## src/rtl/core/rpmt_pkg.sv

```systemverilog
// Package: route table commands, status codes and beat types.
`timescale 1ns / 1ps
`default_nettype none
package rpmt_pkg;

    localparam int ADDR_W   = 32;
    localparam int IFACE_W  = 4;
    localparam int MODE_W   = 3;
    localparam int STATUS_W = 2;

    typedef enum logic [MODE_W-1:0] {
        MODE_ADD    = 3'd0,
        MODE_DELETE = 3'd1,
        MODE_LOOKUP = 3'd2,
        MODE_FLUSH  = 3'd3,
        MODE_SETDEF = 3'd4
    } mode_t;

    localparam logic [STATUS_W-1:0] ST_OK   = 2'd0;
    localparam logic [STATUS_W-1:0] ST_FULL = 2'd1;
    localparam logic [STATUS_W-1:0] ST_NONE = 2'd2;

    typedef struct packed {
        logic [MODE_W-1:0]  mode;
        logic [ADDR_W-1:0]  dest_addr;
        logic [ADDR_W-1:0]  gateway_addr;
        logic [ADDR_W-1:0]  net_mask;
        logic [IFACE_W-1:0] iface_id;
    } req_t;

    typedef struct packed {
        logic [STATUS_W-1:0] status;
        logic [ADDR_W-1:0]   next_hop;
        logic                via_gateway;
        logic [IFACE_W-1:0]  out_iface;
        logic [ADDR_W-1:0]   match_mask;
        logic [ADDR_W-1:0]   default_gw;
        logic [IFACE_W-1:0]  default_iface;
        logic                default_valid;
    } rsp_t;

    // Best-match / exact-match / free-slot info carried along the cell row.
    typedef struct packed {
        logic              exact_hit;
        logic              free_hit;
        logic              best_hit;
        logic [ADDR_W-1:0] win_mask;
        logic [ADDR_W-1:0] best_gw;
        logic              best_flag;
        logic [IFACE_W-1:0] best_iface;
    } scan_t;

    // Command broadcast from the controller to every cell.
    typedef struct packed {
        logic               wr_update;
        logic               wr_insert;
        logic               wr_delete;
        logic               flush;
        logic [ADDR_W-1:0]  dest;
        logic [ADDR_W-1:0]  mask;
        logic [ADDR_W-1:0]  gw;
        logic [IFACE_W-1:0] iface;
    } cmd_t;

    typedef enum logic [1:0] {
        S_IDLE,
        S_SCAN,
        S_OUT
    } state_t;

endpackage
`default_nettype wire

```

## src/rtl/core/rpmt_cell.sv

```systemverilog
// One route entry cell: stores an entry, compares and forwards scan results.
`timescale 1ns / 1ps
`default_nettype none
module rpmt_cell
    import rpmt_pkg::*;
(
    input  wire logic  clk,
    input  wire logic  rst_n,
    input  wire logic  scan_en,
    input  wire logic [ADDR_W-1:0] key,
    input  wire cmd_t  cmd,
    input  wire logic  is_exact,
    input  wire logic  is_free,
    input  wire scan_t scan_in,
    output scan_t      scan_out,
    output logic       exact_here,
    output logic       free_here
);
    logic               valid_reg;
    logic [ADDR_W-1:0]  dest_reg;
    logic [ADDR_W-1:0]  mask_reg;
    logic [ADDR_W-1:0]  gw_reg;
    logic               flag_reg;
    logic [IFACE_W-1:0] iface_reg;
    scan_t              scan_reg;
    scan_t              scan_next;
    logic               lpm;

    assign exact_here = valid_reg && dest_reg == cmd.dest && mask_reg == cmd.mask;
    assign free_here  = !valid_reg;
    assign lpm = valid_reg && ((key & mask_reg) == (dest_reg & mask_reg));

    always_comb
    begin
        scan_next = scan_in;
        scan_next.exact_hit = scan_in.exact_hit | exact_here;
        scan_next.free_hit  = scan_in.free_hit | free_here;
        if (lpm && (!scan_in.best_hit || mask_reg > scan_in.win_mask))
        begin
            scan_next.best_hit   = 1'b1;
            scan_next.win_mask   = mask_reg;
            scan_next.best_gw    = gw_reg;
            scan_next.best_flag  = flag_reg;
            scan_next.best_iface = iface_reg;
        end
    end

    always_ff @(posedge clk or negedge rst_n)
    begin
        if (!rst_n)
        begin
            valid_reg <= 1'b0;
        end
        else if (cmd.flush)
        begin
            valid_reg <= 1'b0;
        end
        else if (cmd.wr_insert && is_free)
        begin
            valid_reg <= 1'b1;
        end
        else if (cmd.wr_delete && is_exact)
        begin
            valid_reg <= 1'b0;
        end
    end

    always_ff @(posedge clk)
    begin
        if (scan_en)
        begin
            scan_reg <= scan_next;
        end
        if (cmd.wr_insert && is_free)
        begin
            dest_reg  <= cmd.dest;
            mask_reg  <= cmd.mask;
            gw_reg    <= cmd.gw;
            flag_reg  <= cmd.gw != '0;
            iface_reg <= cmd.iface;
        end
        else if (cmd.wr_update && is_exact)
        begin
            gw_reg    <= cmd.gw;
            iface_reg <= cmd.iface;
            if (cmd.gw != '0)
            begin
                flag_reg <= 1'b1;
            end
        end
    end

    assign scan_out = scan_reg;
endmodule
`default_nettype wire

```

## config.mk

```make
export PLATFORM = sky130hd
export DESIGN_NAME = rpmt_cell
export DESIGN_NICKNAME = d
export VERILOG_FILES = /design/src/rtl/core/rpmt_pkg.sv /design/src/rtl/core/rpmt_cell.sv
export SDC_FILE = /design/constraint.sdc
export NUM_CORES = 1
export LEC_CHECK = 0
export BUFFER_PORTS_ARGS = -buffer_cell sky130_fd_sc_hd__clkbuf_2
export CORE_MARGIN = 2
export CORE_UTILIZATION = 47
export CTS_BUF_LIST = sky130_fd_sc_hd__clkbuf_8
export CTS_CLUSTER_DIAMETER = 120
export DETAILED_ROUTE_END_ITERATION = 8
export PLACE_DENSITY = 0.84
export SLEW_MARGIN = 10
export SYNTH_ARGS = -nofsm -noshare
export SYNTH_HDL_FRONTEND = slang
export SYNTH_SLANG_ARGS = --single-unit
```

## constraint.sdc

```tcl
create_clock -name clk -period 2.76 [get_ports clk]
set_clock_uncertainty 0.1 [all_clocks]
set_input_delay 0 -clock clk [delete_from_list [all_inputs] [get_ports clk]]
set_output_delay 0 -clock clk [all_outputs]
set_load 0.05 [all_outputs]
```

# After elaboration in Yosys (flattened, before gate mapping)
# Index checks and enable logic that the tools add are counted.
# classes
order_cmp,1
n_eq_ne,3
muxes,11
n_bitwise,4
n_reduce_logical,15
# op_table
op,count
== test 32 bit,3
2-to-1 mux 69 bit,1
AND 32 bit,2
2-to-1 mux 32 bit,2
greater-than comparator 32 bit,1
nonzero test 32 bit,1
2-to-1 mux 4 bit,2
logical AND 1 bit,7
2-to-1 mux 1 bit,6
nonzero test 2 bit,2
nonzero test 3 bit,1
zero test 1 bit,2
bitwise OR 1 bit,2
AND reduction 2 bit,1
logical OR 1 bit,1
# totals
register_bits,174
input_bits,213
elab_cells,47

# Longest topological paths before layout
# depth
ltp_word,5
mapped_depth,10
ltp_nobuf,8

# Worst setup path before layout
# No wires, ideal clock.
# synth_timing
path_kind,register to register
startpoint,register mask_reg[8]
endpoint,"register scan_reg (netlist bit scan_out[71]), data pin"
setup_ns,0.140
t_arrival_ns,2.940
required_time_ns,2.520
slack_ns,-0.420
path_stages_with_launch,7
n_path_buf,0
synth_period_minus_slack_ns,3.180
path_cell_list,edfxtp_1 > xnor2_1 > nand2_1 > a2111oi_0 > nand3_1 > nor4_1 > or2_2
# synth_lines
item,line_no,source
start: declaration,rpmt_cell.sv:21,logic [ADDR_W-1:0] mask_reg;
start signal: assignment,rpmt_cell.sv:77,mask_reg <= cmd.mask;
end signal: assignment,rpmt_cell.sv:72,scan_reg <= scan_next;
end: declaration,rpmt_cell.sv:25,scan_t scan_reg;

==> impl_results.md <==
- Status: complete, but fails checks
- Failing checks: negative setup slack
- GP Congestion: 0.9245
- Post-DP Area: 0.01032 mm²
- Cell internal pwr: 0.004509 W
- Crit path required time: 2.87 ns
- Largest area contributor in the synthesized netlist: edfxtp_1
- DR vias: 7,100
- Post-synth EDFFs: 173
- Synth Flop Type: edfxtp_1
- Net switching power: 0.001796 W
- Adder-cell share of the synthesized area: 0.04854
- Die footprint: 0.01862 mm²
- Initial core utilization: 0.4785
- Max Slew Vio Count: 0
- DR WL/cell: 22.21 µm
- Setup crit end kind: register
- Top cells by area, synth: edfxtp_1, mux2_2, ha_1, xor2_1, xnor2_1
- PortBufs: 286
- Clk buf depth: 2
- Overflow after GRT: 0
- Top-area cell type share of the netlist area: 0.6299
- PD cells: 495.4 mW/mm²
- Post-Syn Area per Cell: 14.94 µm²
- Initial antenna violation count: 0
- Number of flip-flops in the largest register: 72
- # IOs: 287
- PnR worst setup slack: -0.2308 ns
- Core Area: 0.01724 mm²
- Fraction of layout cells with a size suffix above 1: 0.4106
- RSZ-0062 raised after global routing: true
- Sequential share of the synthesized area: 0.6329
- Worst vdd ir: 0.3176 mV
- R2R Setup Slk: -0.23 ns
- Cell count of the worst reg-to-reg path: 9
- Die H: 136.5 µm
- Flops & latches, synth: 174
- Drt first pass iters: 5
- Via-to-Cell Ratio: 5.395
- Fin crit share: 1.084
- Proportion of synthesized area in mux cells: 0.09709
- CP Launch Type: register
- H-tree Lvls: 4
- Total routed wirelength: 29,220 µm
- P_leak: 5.579 nW
- Post-synthesis compound-gate area fraction: 0.05583
- Starting DRT DRC Count: 526
- Largest family of logic cells by synthesized area: multiplexers
- Syn Nets: 797
- N_diodes: 0
- Synthesized area: 0.008248 mm²
- Cts bufs inserted: 17
- Slew at the pin with the worst max-slew slack: 1.007 ns
- Metal3 WL: 2466 µm
- Reg-to-reg startpoint: mask_reg[25]
- Critical path launch point: mask_reg[25]
- Min-delay worst type: input pin to register
- # rows: 48
- Share of power burned in registers: 0.509
- Fmax: 0.3344 GHz
- DIE WIDTH: 136.5 µm
- Max-slew headroom: 0.3289
- Synth Instances: 552
- Setup-failing EPs final: 68
- DRT antenna net count: 0
- CTS tree: yes
- Vias in the first global route: 7,599
- Pre-CTS WS: -0.3128 ns
- Met1 WL: 10,610 µm
- Top cells by count, synth: edfxtp_1, mux2_2, inv_1
- CP endpoint: scan_out[21]
- Number of remaining DRC errors: 0
- Net Sw Frac: 0.2849
- WL met2: 14,610 µm
- Nets: 1,323
- CTS Root Cell: clkbuf_8
- Design area: 0.01273 mm²
- Detailed Place HPWL: 19,050 µm
- Hold Fails Final Rpt: 0
- Total clock sinks: 174
- Clock network power share: 0.288
- Min cycle time layout: 2.991 ns
- Max_cap viols: 0
- Top-count cell post-synth: edfxtp_1
- First-pass GRT wire length: 41,920 µm
- CP max FO: 18
- Area growth, synth to finish: 54.31%
- Synth warn: 0
- Hold Slack: 0.1260 ns
- Clock Latency Late Sink: 0.46 ns
- Synth Area in XOR/XNOR: 0.08070
- Ys async rst share: 0.005747
- Netlist cell types: 40
- CP arrival: 3.10 ns
- Largest net degree at the start of global routing: 73
- R2R Path End: scan_out[21]
- Worst-path clk slew: 0.09 ns
- Logic pwr share: 0.203
- Crit Path Category: register to register
- Total Routing Usage GR: 0.3112
- Top layer in use: met4
- Simple-gate share of the synthesized area: 0.05127
==> routing by layer <==
layer,vias to the layer above,GRT usage
met5,-,0
met4,0,0.1840
met3,97,0.06674
met2,455,0.5372
met1,3395,0.3541
li1,3153,-
==> how the worst min path moves through the flow <==
stage,from,cells after the start,to
detailed placement,rst_n,1,valid_reg
global route,cmd[3],2,iface_reg[3]
floorplan,rst_n,0,valid_reg
finish,scan_en,1,scan_out[24]
global placement,rst_n,1,valid_reg
CTS,cmd[102],5,flag_reg
==> per-stage QoR <==
step,setup TNS [ns],utilization,power [W],std cells
after floorplan,-0.2582,-,0.003779,552
after global placement,-16.44,0.5988,0.004243,1100
after detailed placement,-19.01,0.5988,0.004271,1100
after CTS,-11.39,0.7356,0.006270,1315
after global routing,-19.42,0.7384,0.006506,1316
final,-12.45,0.7384,0.006305,1316
==> critical path, stage by stage, from the launching register on <==
cell      delay (ns)
edfxtp_1        0.46
ha_4            0.31
nand4_1         0.23
nor4_4          0.35
and2_1          0.18
o22ai_2         0.09
o311ai_4        0.26
buf_6           0.18
buf_12          0.17
mux2_2          0.38
==> cells by family (layout without fill, tap and decap cells) <==
kind of cell | Yosys count | count (layout)
adders and majority gates | 32 | 32
muxes | 69 | 69
buffers and inverters | 64 | 603
AOI/OAI and AO/OA | 64 | 64
DFF | 174 | 174
and+or+nand+nor | 73 | 73
xor gates and xnor gates | 76 | 76
==> power groups by stage <==
stage | Sequential [W] | Clock, W | Combinational [W]
4_1_cts | 0.00320 | 0.00183 | 0.00124
6_report | 0.00321 | 0.00181 | 0.00128
5_1_grt | 0.00323 | 0.00192 | 0.00135
3_3_place_gp | 0.00325 | 0 | 0.000991
3_5_place_dp | 0.00326 | 0 | 0.00101
2_1_floorplan | 0.00345 | 0 | 0.000325
==> timing repair <==
action	in CTS	in global routing
gates cloned	2	0
hold endpoints to repair	176	0
buffers inserted	2	1
endpoints found under the setup margin	69	70
pin swaps	6	3
resized for setup	25	7
hold buffers	179	0
==> area by class of cell <==
type | count | area, µm²
Multi-Input combinational cell | 314 | 2927
Timing Repair Buffer | 514 | 3690
Clock inverter | 15 | 161.4
Sequential cell | 174 | 5220
Tap cell | 225 | 281.5
Inverter | 57 | 214.0
Fill cell | 1015 | 4509
Clock buffer | 17 | 234.0
==> placed cells by master (no fill, tap or decap), drive strengths merged, types with 8 or more instances in the layout <==
master | synthesis | layout
nor4 | 19 | 19
o22ai | 8 | 8
dlygate4sd3 | 0 | 179
edfxtp | 173 | 173
clkbuf | 0 | 301
nand4 | 21 | 21
xor2 | 45 | 45
buf | 7 | 51
mux2 | 67 | 67
xnor2 | 31 | 31
ha | 32 | 32
nand2 | 16 | 16
a21oi | 15 | 15
a22oi | 18 | 18
inv | 57 | 62
Power figures use the tool's default switching activity.
