## src/rtl/core/rpmt_pkg.sv

```systemverilog
// Package: route table commands, status codes and beat types.
`timescale 1ns / 1ps
`default_nettype none
package rpmt_pkg;

    localparam int ADDR_W   = 32;
    localparam int IFACE_W  = 4;
    localparam int MODE_W   = 3;
    localparam int STATUS_W = 2;

    typedef enum logic [MODE_W-1:0] {
        MODE_ADD    = 3'd0,
        MODE_DELETE = 3'd1,
        MODE_LOOKUP = 3'd2,
        MODE_FLUSH  = 3'd3,
        MODE_SETDEF = 3'd4
    } mode_t;

    localparam logic [STATUS_W-1:0] ST_OK   = 2'd0;
    localparam logic [STATUS_W-1:0] ST_FULL = 2'd1;
    localparam logic [STATUS_W-1:0] ST_NONE = 2'd2;

    typedef struct packed {
        logic [MODE_W-1:0]  mode;
        logic [ADDR_W-1:0]  dest_addr;
        logic [ADDR_W-1:0]  gateway_addr;
        logic [ADDR_W-1:0]  net_mask;
        logic [IFACE_W-1:0] iface_id;
    } req_t;

    typedef struct packed {
        logic [STATUS_W-1:0] status;
        logic [ADDR_W-1:0]   next_hop;
        logic                via_gateway;
        logic [IFACE_W-1:0]  out_iface;
        logic [ADDR_W-1:0]   match_mask;
        logic [ADDR_W-1:0]   default_gw;
        logic [IFACE_W-1:0]  default_iface;
        logic                default_valid;
    } rsp_t;

    // Best-match / exact-match / free-slot info carried along the cell row.
    typedef struct packed {
        logic              exact_hit;
        logic              free_hit;
        logic              best_hit;
        logic [ADDR_W-1:0] win_mask;
        logic [ADDR_W-1:0] best_gw;
        logic              best_flag;
        logic [IFACE_W-1:0] best_iface;
    } scan_t;

    // Command broadcast from the controller to every cell.
    typedef struct packed {
        logic               wr_update;
        logic               wr_insert;
        logic               wr_delete;
        logic               flush;
        logic [ADDR_W-1:0]  dest;
        logic [ADDR_W-1:0]  mask;
        logic [ADDR_W-1:0]  gw;
        logic [IFACE_W-1:0] iface;
    } cmd_t;

    typedef enum logic [1:0] {
        S_IDLE,
        S_SCAN,
        S_OUT
    } state_t;

endpackage
`default_nettype wire

```

## src/rtl/core/rpmt_ctrl.sv

```systemverilog
// Command sequencer: scan timing, table updates, default registers, result.
`timescale 1ns / 1ps
`default_nettype none
module rpmt_ctrl
    import rpmt_pkg::*;
#(
    parameter int SCAN_LEN = 64
)
(
    input  wire logic  clk,
    input  wire logic  rst_n,
    input  wire logic  in_fire,
    input  wire req_t  req,
    input  wire logic  out_ready,
    input  wire scan_t scan_tail,
    input  wire logic  any_exact,
    output logic       in_ready,
    output logic       out_valid,
    output logic       scan_en,
    output logic [ADDR_W-1:0] key,
    output cmd_t       cmd,
    output rsp_t       rsp
);
    localparam int CNT_W = $clog2(SCAN_LEN + 1);

    state_t             state_reg, state_next;
    logic [CNT_W-1:0]   cnt_reg, cnt_next;
    req_t               req_reg;
    rsp_t               rsp_reg, rsp_next;
    logic [ADDR_W-1:0]  dgw_reg, dgw_next;
    logic [IFACE_W-1:0] dif_reg, dif_next;
    logic               dset_reg, dset_next;
    logic               is_add;
    logic [ADDR_W-1:0]  op_dest, op_mask;

    assign is_add  = req_reg.mode == MODE_ADD || req_reg.mode == MODE_SETDEF;
    assign op_dest = (req_reg.mode == MODE_SETDEF) ? '0 : req_reg.dest_addr;
    assign op_mask = (req_reg.mode == MODE_SETDEF) ? '0 : req_reg.net_mask;
    assign key     = req_reg.dest_addr;

    always_ff @(posedge clk or negedge rst_n)
    begin
        if (!rst_n)
        begin
            state_reg <= S_IDLE;
            cnt_reg   <= '0;
            dgw_reg   <= '0;
            dif_reg   <= '0;
            dset_reg  <= 1'b0;
        end
        else
        begin
            state_reg <= state_next;
            cnt_reg   <= cnt_next;
            dgw_reg   <= dgw_next;
            dif_reg   <= dif_next;
            dset_reg  <= dset_next;
        end
    end

    always_ff @(posedge clk)
    begin
        if (in_fire)
        begin
            req_reg <= req;
        end
        rsp_reg <= rsp_next;
    end

    always_comb
    begin
        state_next = state_reg;
        cnt_next   = cnt_reg;
        rsp_next   = rsp_reg;
        dgw_next   = dgw_reg;
        dif_next   = dif_reg;
        dset_next  = dset_reg;
        in_ready   = 1'b0;
        out_valid  = 1'b0;
        scan_en    = 1'b0;
        cmd        = '0;
        cmd.dest   = op_dest;
        cmd.mask   = op_mask;
        cmd.gw     = req_reg.gateway_addr;
        cmd.iface  = req_reg.iface_id;
        case (state_reg)
            S_IDLE:
            begin
                in_ready = 1'b1;
                if (in_fire)
                begin
                    state_next = S_SCAN;
                    cnt_next   = '0;
                end
            end
            S_SCAN:
            begin
                scan_en = 1'b1;
                if (cnt_reg == CNT_W'(SCAN_LEN))
                begin
                    scan_en    = 1'b0;
                    state_next = S_OUT;
                    rsp_next   = '0;
                    rsp_next.status = ST_OK;
                    case (req_reg.mode)
                        MODE_ADD, MODE_SETDEF:
                        begin
                            if (scan_tail.exact_hit)
                            begin
                                cmd.wr_update = 1'b1;
                            end
                            else if (scan_tail.free_hit)
                            begin
                                cmd.wr_insert = 1'b1;
                            end
                            else
                            begin
                                rsp_next.status = ST_FULL;
                            end
                            if ((scan_tail.exact_hit || scan_tail.free_hit)
                                && op_dest == '0 && op_mask == '0)
                            begin
                                dgw_next  = req_reg.gateway_addr;
                                dif_next  = req_reg.iface_id;
                                dset_next = 1'b1;
                            end
                        end
                        MODE_DELETE:
                        begin
                            if (scan_tail.exact_hit)
                            begin
                                cmd.wr_delete = 1'b1;
                                if (op_dest == '0 && op_mask == '0)
                                begin
                                    dgw_next  = '0;
                                    dif_next  = '0;
                                    dset_next = 1'b0;
                                end
                            end
                            else
                            begin
                                rsp_next.status = ST_NONE;
                            end
                        end
                        MODE_LOOKUP:
                        begin
                            if (scan_tail.best_hit)
                            begin
                                rsp_next.next_hop    = (scan_tail.best_gw == '0)
                                                       ? req_reg.dest_addr
                                                       : scan_tail.best_gw;
                                rsp_next.via_gateway = scan_tail.best_flag;
                                rsp_next.out_iface   = scan_tail.best_iface;
                                rsp_next.match_mask  = scan_tail.win_mask;
                            end
                            else
                            begin
                                rsp_next.status = ST_NONE;
                            end
                        end
                        MODE_FLUSH:
                        begin
                            cmd.flush = 1'b1;
                            dgw_next  = '0;
                            dif_next  = '0;
                            dset_next = 1'b0;
                        end
                        default:
                        begin
                            rsp_next.status = ST_NONE;
                        end
                    endcase
                    rsp_next.default_gw    = dgw_next;
                    rsp_next.default_iface = dif_next;
                    rsp_next.default_valid = dset_next;
                end
                else
                begin
                    cnt_next = cnt_reg + 1'b1;
                end
            end
            S_OUT:
            begin
                out_valid = 1'b1;
                if (out_ready)
                begin
                    state_next = S_IDLE;
                end
            end
            default:
            begin
                state_next = S_IDLE;
            end
        endcase
    end

    assign rsp = rsp_reg;

    // The add path never both updates and inserts.
    a_one_write: assert property (@(posedge clk) disable iff (!rst_n)
        !(cmd.wr_update && cmd.wr_insert))
        else $error("update and insert together");
    // Commands only at the end of a scan.
    a_cmd_time: assert property (@(posedge clk) disable iff (!rst_n)
        (cmd.wr_update || cmd.wr_insert || cmd.wr_delete || cmd.flush)
        |-> state_reg == S_SCAN && cnt_reg == CNT_W'(SCAN_LEN))
        else $error("table write outside scan end");
    // An update is issued only when some cell in the row holds an exact match.
    a_exact: assert property (@(posedge clk) disable iff (!rst_n)
        cmd.wr_update |-> any_exact)
        else $error("update without matching cell");
    // Result holds while stalled.
    a_hold: assert property (@(posedge clk) disable iff (!rst_n)
        out_valid && !out_ready |=> out_valid && $stable(rsp_reg))
        else $error("result changed under stall");
endmodule
`default_nettype wire
```

## config.mk

```make
export PLATFORM = sky130hd
export DESIGN_NAME = rpmt_ctrl
export DESIGN_NICKNAME = d
export VERILOG_FILES = /design/src/rtl/core/rpmt_pkg.sv /design/src/rtl/core/rpmt_ctrl.sv
export SDC_FILE = /design/constraint.sdc
export NUM_CORES = 1
export LEC_CHECK = 0
export ABC_AREA = 1
export BUFFER_PORTS_ARGS = -buffer_cell sky130_fd_sc_hd__buf_4
export CORE_MARGIN = 4
export CORE_UTILIZATION = 40
export DETAILED_ROUTE_END_ITERATION = 12
export GPL_TIMING_DRIVEN = 1
export PLACE_DENSITY = 0.67
export SLEW_MARGIN = 20
export SYNTH_ARGS = -nofsm -noshare
export SYNTH_HDL_FRONTEND = slang
export SYNTH_SLANG_ARGS = --single-unit
```

## constraint.sdc

```tcl
create_clock -name clk -period 5.17 [get_ports clk]
set_input_delay 0.517 -clock clk [delete_from_list [all_inputs] [get_ports clk]]
set_output_delay 0.517 -clock clk [all_outputs]
set_load 0.03 [all_outputs]
```

# --- Yosys cells after proc, flatten, opt, wreduce, memory -nomap -nowiden ---
# Index checks and enable logic that the tools add are counted.
word_totals:
  ff_bits: 257
  inputBits: 180
  out_inout_bits: 247
  wordCells: 84
op_classes:
  n_addsub: 1
  n_eq_ne: 11
  n_mux: 39
  n_reduce_logical: 15
ops:
  columns: ["op", "n"]
  rows:
  - ["$mux 32", 6]
  - ["$logic_not 32->1", 3]
  - ["$pmux 32 s3", 1]
  - ["$mux 4", 5]
  - ["$mux 1", 14]
  - ["$mux 7", 2]
  - ["$pmux 7 s2", 1]
  - ["$mux 2", 6]
  - ["$pmux 4 s3", 1]
  - ["$ne 2x2->1 const B", 4]
  - ["$pmux 2 s4", 1]
  - ["$add 7x1->7 const B", 1]
  - ["$eq 7x7->1 const B", 1]
  - ["$eq 3x2->1 const B", 2]
  - ["$pmux 2 s3", 1]
  - ["$reduce_and 3->1", 2]
  - ["$reduce_and 2->1", 2]
  - ["$eq 3x1->1 const B", 1]
  - ["$eq 3x3->1 const B", 1]
  - ["$logic_and 1x1->1", 3]
  - ["$logic_not 3->1", 1]
  - ["$pmux 1 s3", 1]
  - ["$eq 2x1->1 const B", 1]
  - ["$eq 2x2->1 const B", 1]
  - ["4 further kinds", 4]

# --- Depth between registers and ports, before layout ---
logic_depth:
  depth_word: 7
  ltp_mapped: 15
  depth_no_buf: 13

# --- Worst setup path before layout ---
# No wires, ideal clock.
synth_timing:
  path_type: "register to register"
  startpoint: "reg cnt_reg[0]"
  endpoint: "reg rsp_reg, in the netlist rsp[0], enable pin"
  setup_ns: 0.515
  arrival_ns: 4.120
  t_required_ns: 4.655
  path_slack_ns: 0.535
  stages_incl_launch_ff: 6
  path_buffers: 1
  period_less_slack_ns: 4.635
  cell_sequence: "dfrtp_1 > inv_1 > ha_1 > nand3_1 > nor3_1 > clkbuf_1"
synth_via:
  elab_chain_len: 2
synth_lines:
  columns: ["element", "line", "rtl"]
  rows:
  - ["from (decl)", "rpmt_ctrl.sv:27", "logic [CNT_W-1:0] cnt_reg, cnt_next;"]
  - ["from (signal assigned)", "rpmt_ctrl.sv:54", "cnt_reg <= cnt_next;"]
  - ["$eq 7x7->1", "rpmt_ctrl.sv:99", "if (cnt_reg == CNT_W'(SCAN_LEN))"]
  - ["$reduce_and 2->1 (no line)", null, null]
  - ["to (signal assigned)", "rpmt_ctrl.sv:67", "rsp_reg <= rsp_next;"]
  - ["to (decl)", "rpmt_ctrl.sv:29", "rsp_t rsp_reg, rsp_next;"]
# Every way passes these cells.
# A chain may end at the register's enable or synchronous reset.

# --- Worst setup path after layout ---
layout_timing:
  startpoint: "reg req_reg[100] (netlist bit)"
  endpoint: "reg dgw_reg[28]"
layout_via:
  elab_chain_len: 7
  elab_cells_between_ends: 16
  classes_between: "eq/ne: 3; mux: 6; reduce/logical: 7"
layout_lines:
  columns: ["element", "line", "rtl"]
  rows:
  - ["from (decl)", "rpmt_ctrl.sv:28", "req_t req_reg;"]
  - ["from (signal assigned)", "rpmt_ctrl.sv:65", "req_reg <= req;"]
  - ["$eq 3x3->1", "rpmt_ctrl.sv:37, rpmt_ctrl.sv:38, rpmt_ctrl.sv:105", null]
  - ["$mux 32, on equally long branches", "rpmt_ctrl.sv:37, rpmt_ctrl.sv:38", null]
  - ["$logic_not 32->1", "rpmt_ctrl.sv:121, rpmt_ctrl.sv:133", null]
  - ["$logic_and 1x1->1, on equally long branches", "rpmt_ctrl.sv:133, rpmt_ctrl.sv:121", null]
  - ["$mux 32 / $logic_and 1x1->1 (equally long branches)", "rpmt_ctrl.sv:133, rpmt_ctrl.sv:121", null]
  - ["$mux 32, on equally long branches", "rpmt_ctrl.sv:130, rpmt_ctrl.sv:120", null]
  - ["$pmux 32 s3 *", "rpmt_ctrl.sv:105", "case (req_reg.mode)"]
  - ["to (signal assigned)", "rpmt_ctrl.sv:55", "dgw_reg <= dgw_next;"]
  - ["to (decl)", "rpmt_ctrl.sv:30", "logic [ADDR_W-1:0] dgw_reg, dgw_next;"]
# Mark *: on every way between the ends. The rest lies on a longest branch, timed or not.

==> flow_metrics.tcl <==
set metrics [dict create \
    status "complete, no violations" \
    synth_compound_area_share_pct 3.20 \
    worst_pin_slew_ns 1.04 \
    crit_arrival_ns 4.27 \
    holdWs_ns 0.00507 \
    relSlewSlack_pct 30.3 \
    ys_seq_area_share_pct 63.2 \
    synthSimpleGateAreaFrac_pct 20.8 \
    largest_reg_flops 108 \
    synth-xor-area-share_pct 0 \
    critical_path_required_ns 5.64 \
    synth-seq-cells 257 \
    core_um2 28900 \
    synth_warnings 0 \
    r2r_setup_slack_ns 1.37 \
    num_rows 62 \
    grt_max_degree 77 \
    syn-num-nets 1418 \
    r2r_cells 13 \
    fin_nets 1760 \
    tritoncts "done" \
    path_clk_slew_ns 0.06 \
    critPathLaunchType "flop" \
    peakVddDrop_mv 0.275 \
    start_util_pct 40.9 \
    drt-total-wl_um 37000 \
    dieHeight_um 180 \
    critPathKind "reg -> reg" \
    powerDensity_nw_per_um2 343 \
    cts_max_level 1 \
    grt_pass1_wl_um 55700 \
    cts_resized 0 \
    grt_util_all_layers_pct 21.6 \
    synth_adder_area_share_pct 0.211 \
    hpwlAfterDp_um 26000 \
    postCtsHoldBufs 0 \
    grt_pass1_vias 9444 \
    drtIter0Drc 723 \
    drv_cap 0 \
    synth.distinct_cells 29 \
    layout_commonest_cell "buf_4" \
    hp-class "in -> async" \
    gp_congestion 0.911 \
    post-route-period-util_pct 73.5 \
    async_flop_share_pct 17.9 \
    avgViaCountPerCell 4.91 \
    cts_buffer_depth 3 \
    portBuffers 425 \
    insertion_delay_ns 0.54 \
    cts_buffers 28 \
    finalHoldViolations 0 \
    post-cts-setup-buffers 0 \
    clockRootBuffer "clkbuf_16" \
    slew_violations 0 \
    ant_nets 0 \
    cp_max_fo 37 \
    dpl_cell_area_um2 14900 \
    synthMuxAreaShare_pct 0 \
    fin_total_pwr_mw 5.41 \
    die_area_um2 32400 \
    synth_edf_count 211 \
    rsz0062_at_grt "no" \
    layout_min_cycle_time_ns 3.80 \
    antenna_found_initial 1 \
    fillCellCount 2568 \
    avgRoutedWirePerCell_um 18.7 \
    ys.flop_type "edfxtp_1" \
    synthCells 1236 \
    synth_top_family_by_area "simple AND/OR/NAND/NOR gates" \
    layout-drive-gt1-share_pct 30.0 \
    fmax_mhz 263 \
    finalSetupViolCount 0 \
    grt_overflow 0 \
    final_cell_area_um2 15800 \
    vias 9731 \
    reg2reg_to "dgw_reg[28]$_DFFE_PN0P_" \
    first_pass_iters 7 \
    final_cell_mix "buf_4, nand2_1, edfxtp_1" \
    fin_skew_ns 0.0110 \
    die_w_um 180 \
    tns_ns 0 \
    drc 0 \
    areaGrowthSynthToFinish_pct 33.0 \
    avgSynthCellArea_um2 9.58 \
    timing.rr.start "req_reg[100]$_DFFE_PP_" \
    cts_num_sinks 257 \
    cp-end-kind "flop" \
    syn_area_um2 11800 \
    power_leakage_nw 7.49 \
    ios 427 \
]
==> synth_stat cells, types with 2 or more instances <==
| cell | n | area [µm²] |
|---|---|---|
| clkbuf_1 | 33 | 124 |
| edfxtp_1 | 211 | 6340 |
| buf_1 | 6 | 22.5 |
| dfrtp_1 | 46 | 1150 |
| nand3_1 | 78 | 390 |
| nor4_1 | 9 | 56.3 |
| ha_1 | 2 | 25.0 |
| buf_4 | 75 | 563 |
| a21oi_1 | 38 | 190 |
| nor2_1 | 189 | 709 |
| inv_1 | 192 | 721 |
| nand2_1 | 251 | 942 |
| nor3_1 | 11 | 55.1 |
| o21ai_0 | 16 | 80.1 |
| o21ai_1 | 19 | 95.1 |
| buf_2 | 10 | 50.1 |
| nor2_2 | 2 | 12.5 |
| nand4_1 | 37 | 231 |
==> layer usage <==
layer	vias up	global-route usage, %	wire, µm
met5	-	0	0
met4	0	5.75	1060
met3	63	5.31	2980
met2	432	36.8	18400
met1	4633	27.7	14600
li1	4603	-	-
==> critical path, cell delays in order, from the launching register on <==
cell	delay (ns)
edfxtp_1	0.51
nor2_4	0.14
nand2_2	0.38
o21ai_1	0.22
nand2_1	0.08
nor2_1	0.17
nand2_1	0.14
nor2_4	0.50
nand3_2	0.88
nand2_1	0.29
nand3_1	0.11
nand3_1	0.12
nand2_1	0.06
nand2_1	0.09
==> power by group <==
group	total [mW]	internal, mW	switching (mW)
clock	1.91	1.11	0.796
combinational	0.961	0.374	0.587
sequential	2.54	2.42	0.122
==> how the worst max path moves through the flow <==
stage	startpoint	end	slack [ns]	cells past startpoint
final	req_reg[100]$_DFFE_PP_	dgw_reg[28]$_DFFE_PN0P_	1.37	13
after floorplan	cnt_reg[0]$_DFFE_PN0P_	rsp[0]$_DFFE_PP_	0.54	5
after detailed placement	req_reg[100]$_DFFE_PP_	dgw_reg[28]$_DFFE_PN0P_	1.39	13
after global placement	req_reg[100]$_DFFE_PP_	dgw_reg[26]$_DFFE_PN0P_	1.41	13
after global routing	req_reg[100]$_DFFE_PP_	dgw_reg[28]$_DFFE_PN0P_	1.04	13
after CTS	req_reg[100]$_DFFE_PP_	dgw_reg[28]$_DFFE_PN0P_	1.37	13
==> cell families after synthesis <==
family	Yosys count
flip-flops	257
adder cells (fa/ha/maj)	2
AND/OR/NAND/NOR	585
AO/OA/AOI/OAI	75
buffers and inverters	317
==> metrics by stage <==
stage	worst slack, ns	instances	utilization, %
floorplan	0.535	1236	-
global placement	1.41	1931	51.4
detailed placement	1.39	1931	51.4
CTS	1.37	1981	54.4
global route	1.04	1983	54.5
finish	1.37	1983	54.5
==> cell type report <==
class,count,area (µm²),share of cell area [%]
tap,384,480,3.05
clock inverter,14,110,0.699
antenna,1,2.50,0.0159
inverter,193,724,4.60
multi-input combinational,662,2910,18.4
sequential,257,7490,47.5
timing repair buffer,436,3290,20.9
clock buffer,36,752,4.77
Power figures use the tool's default switching activity.
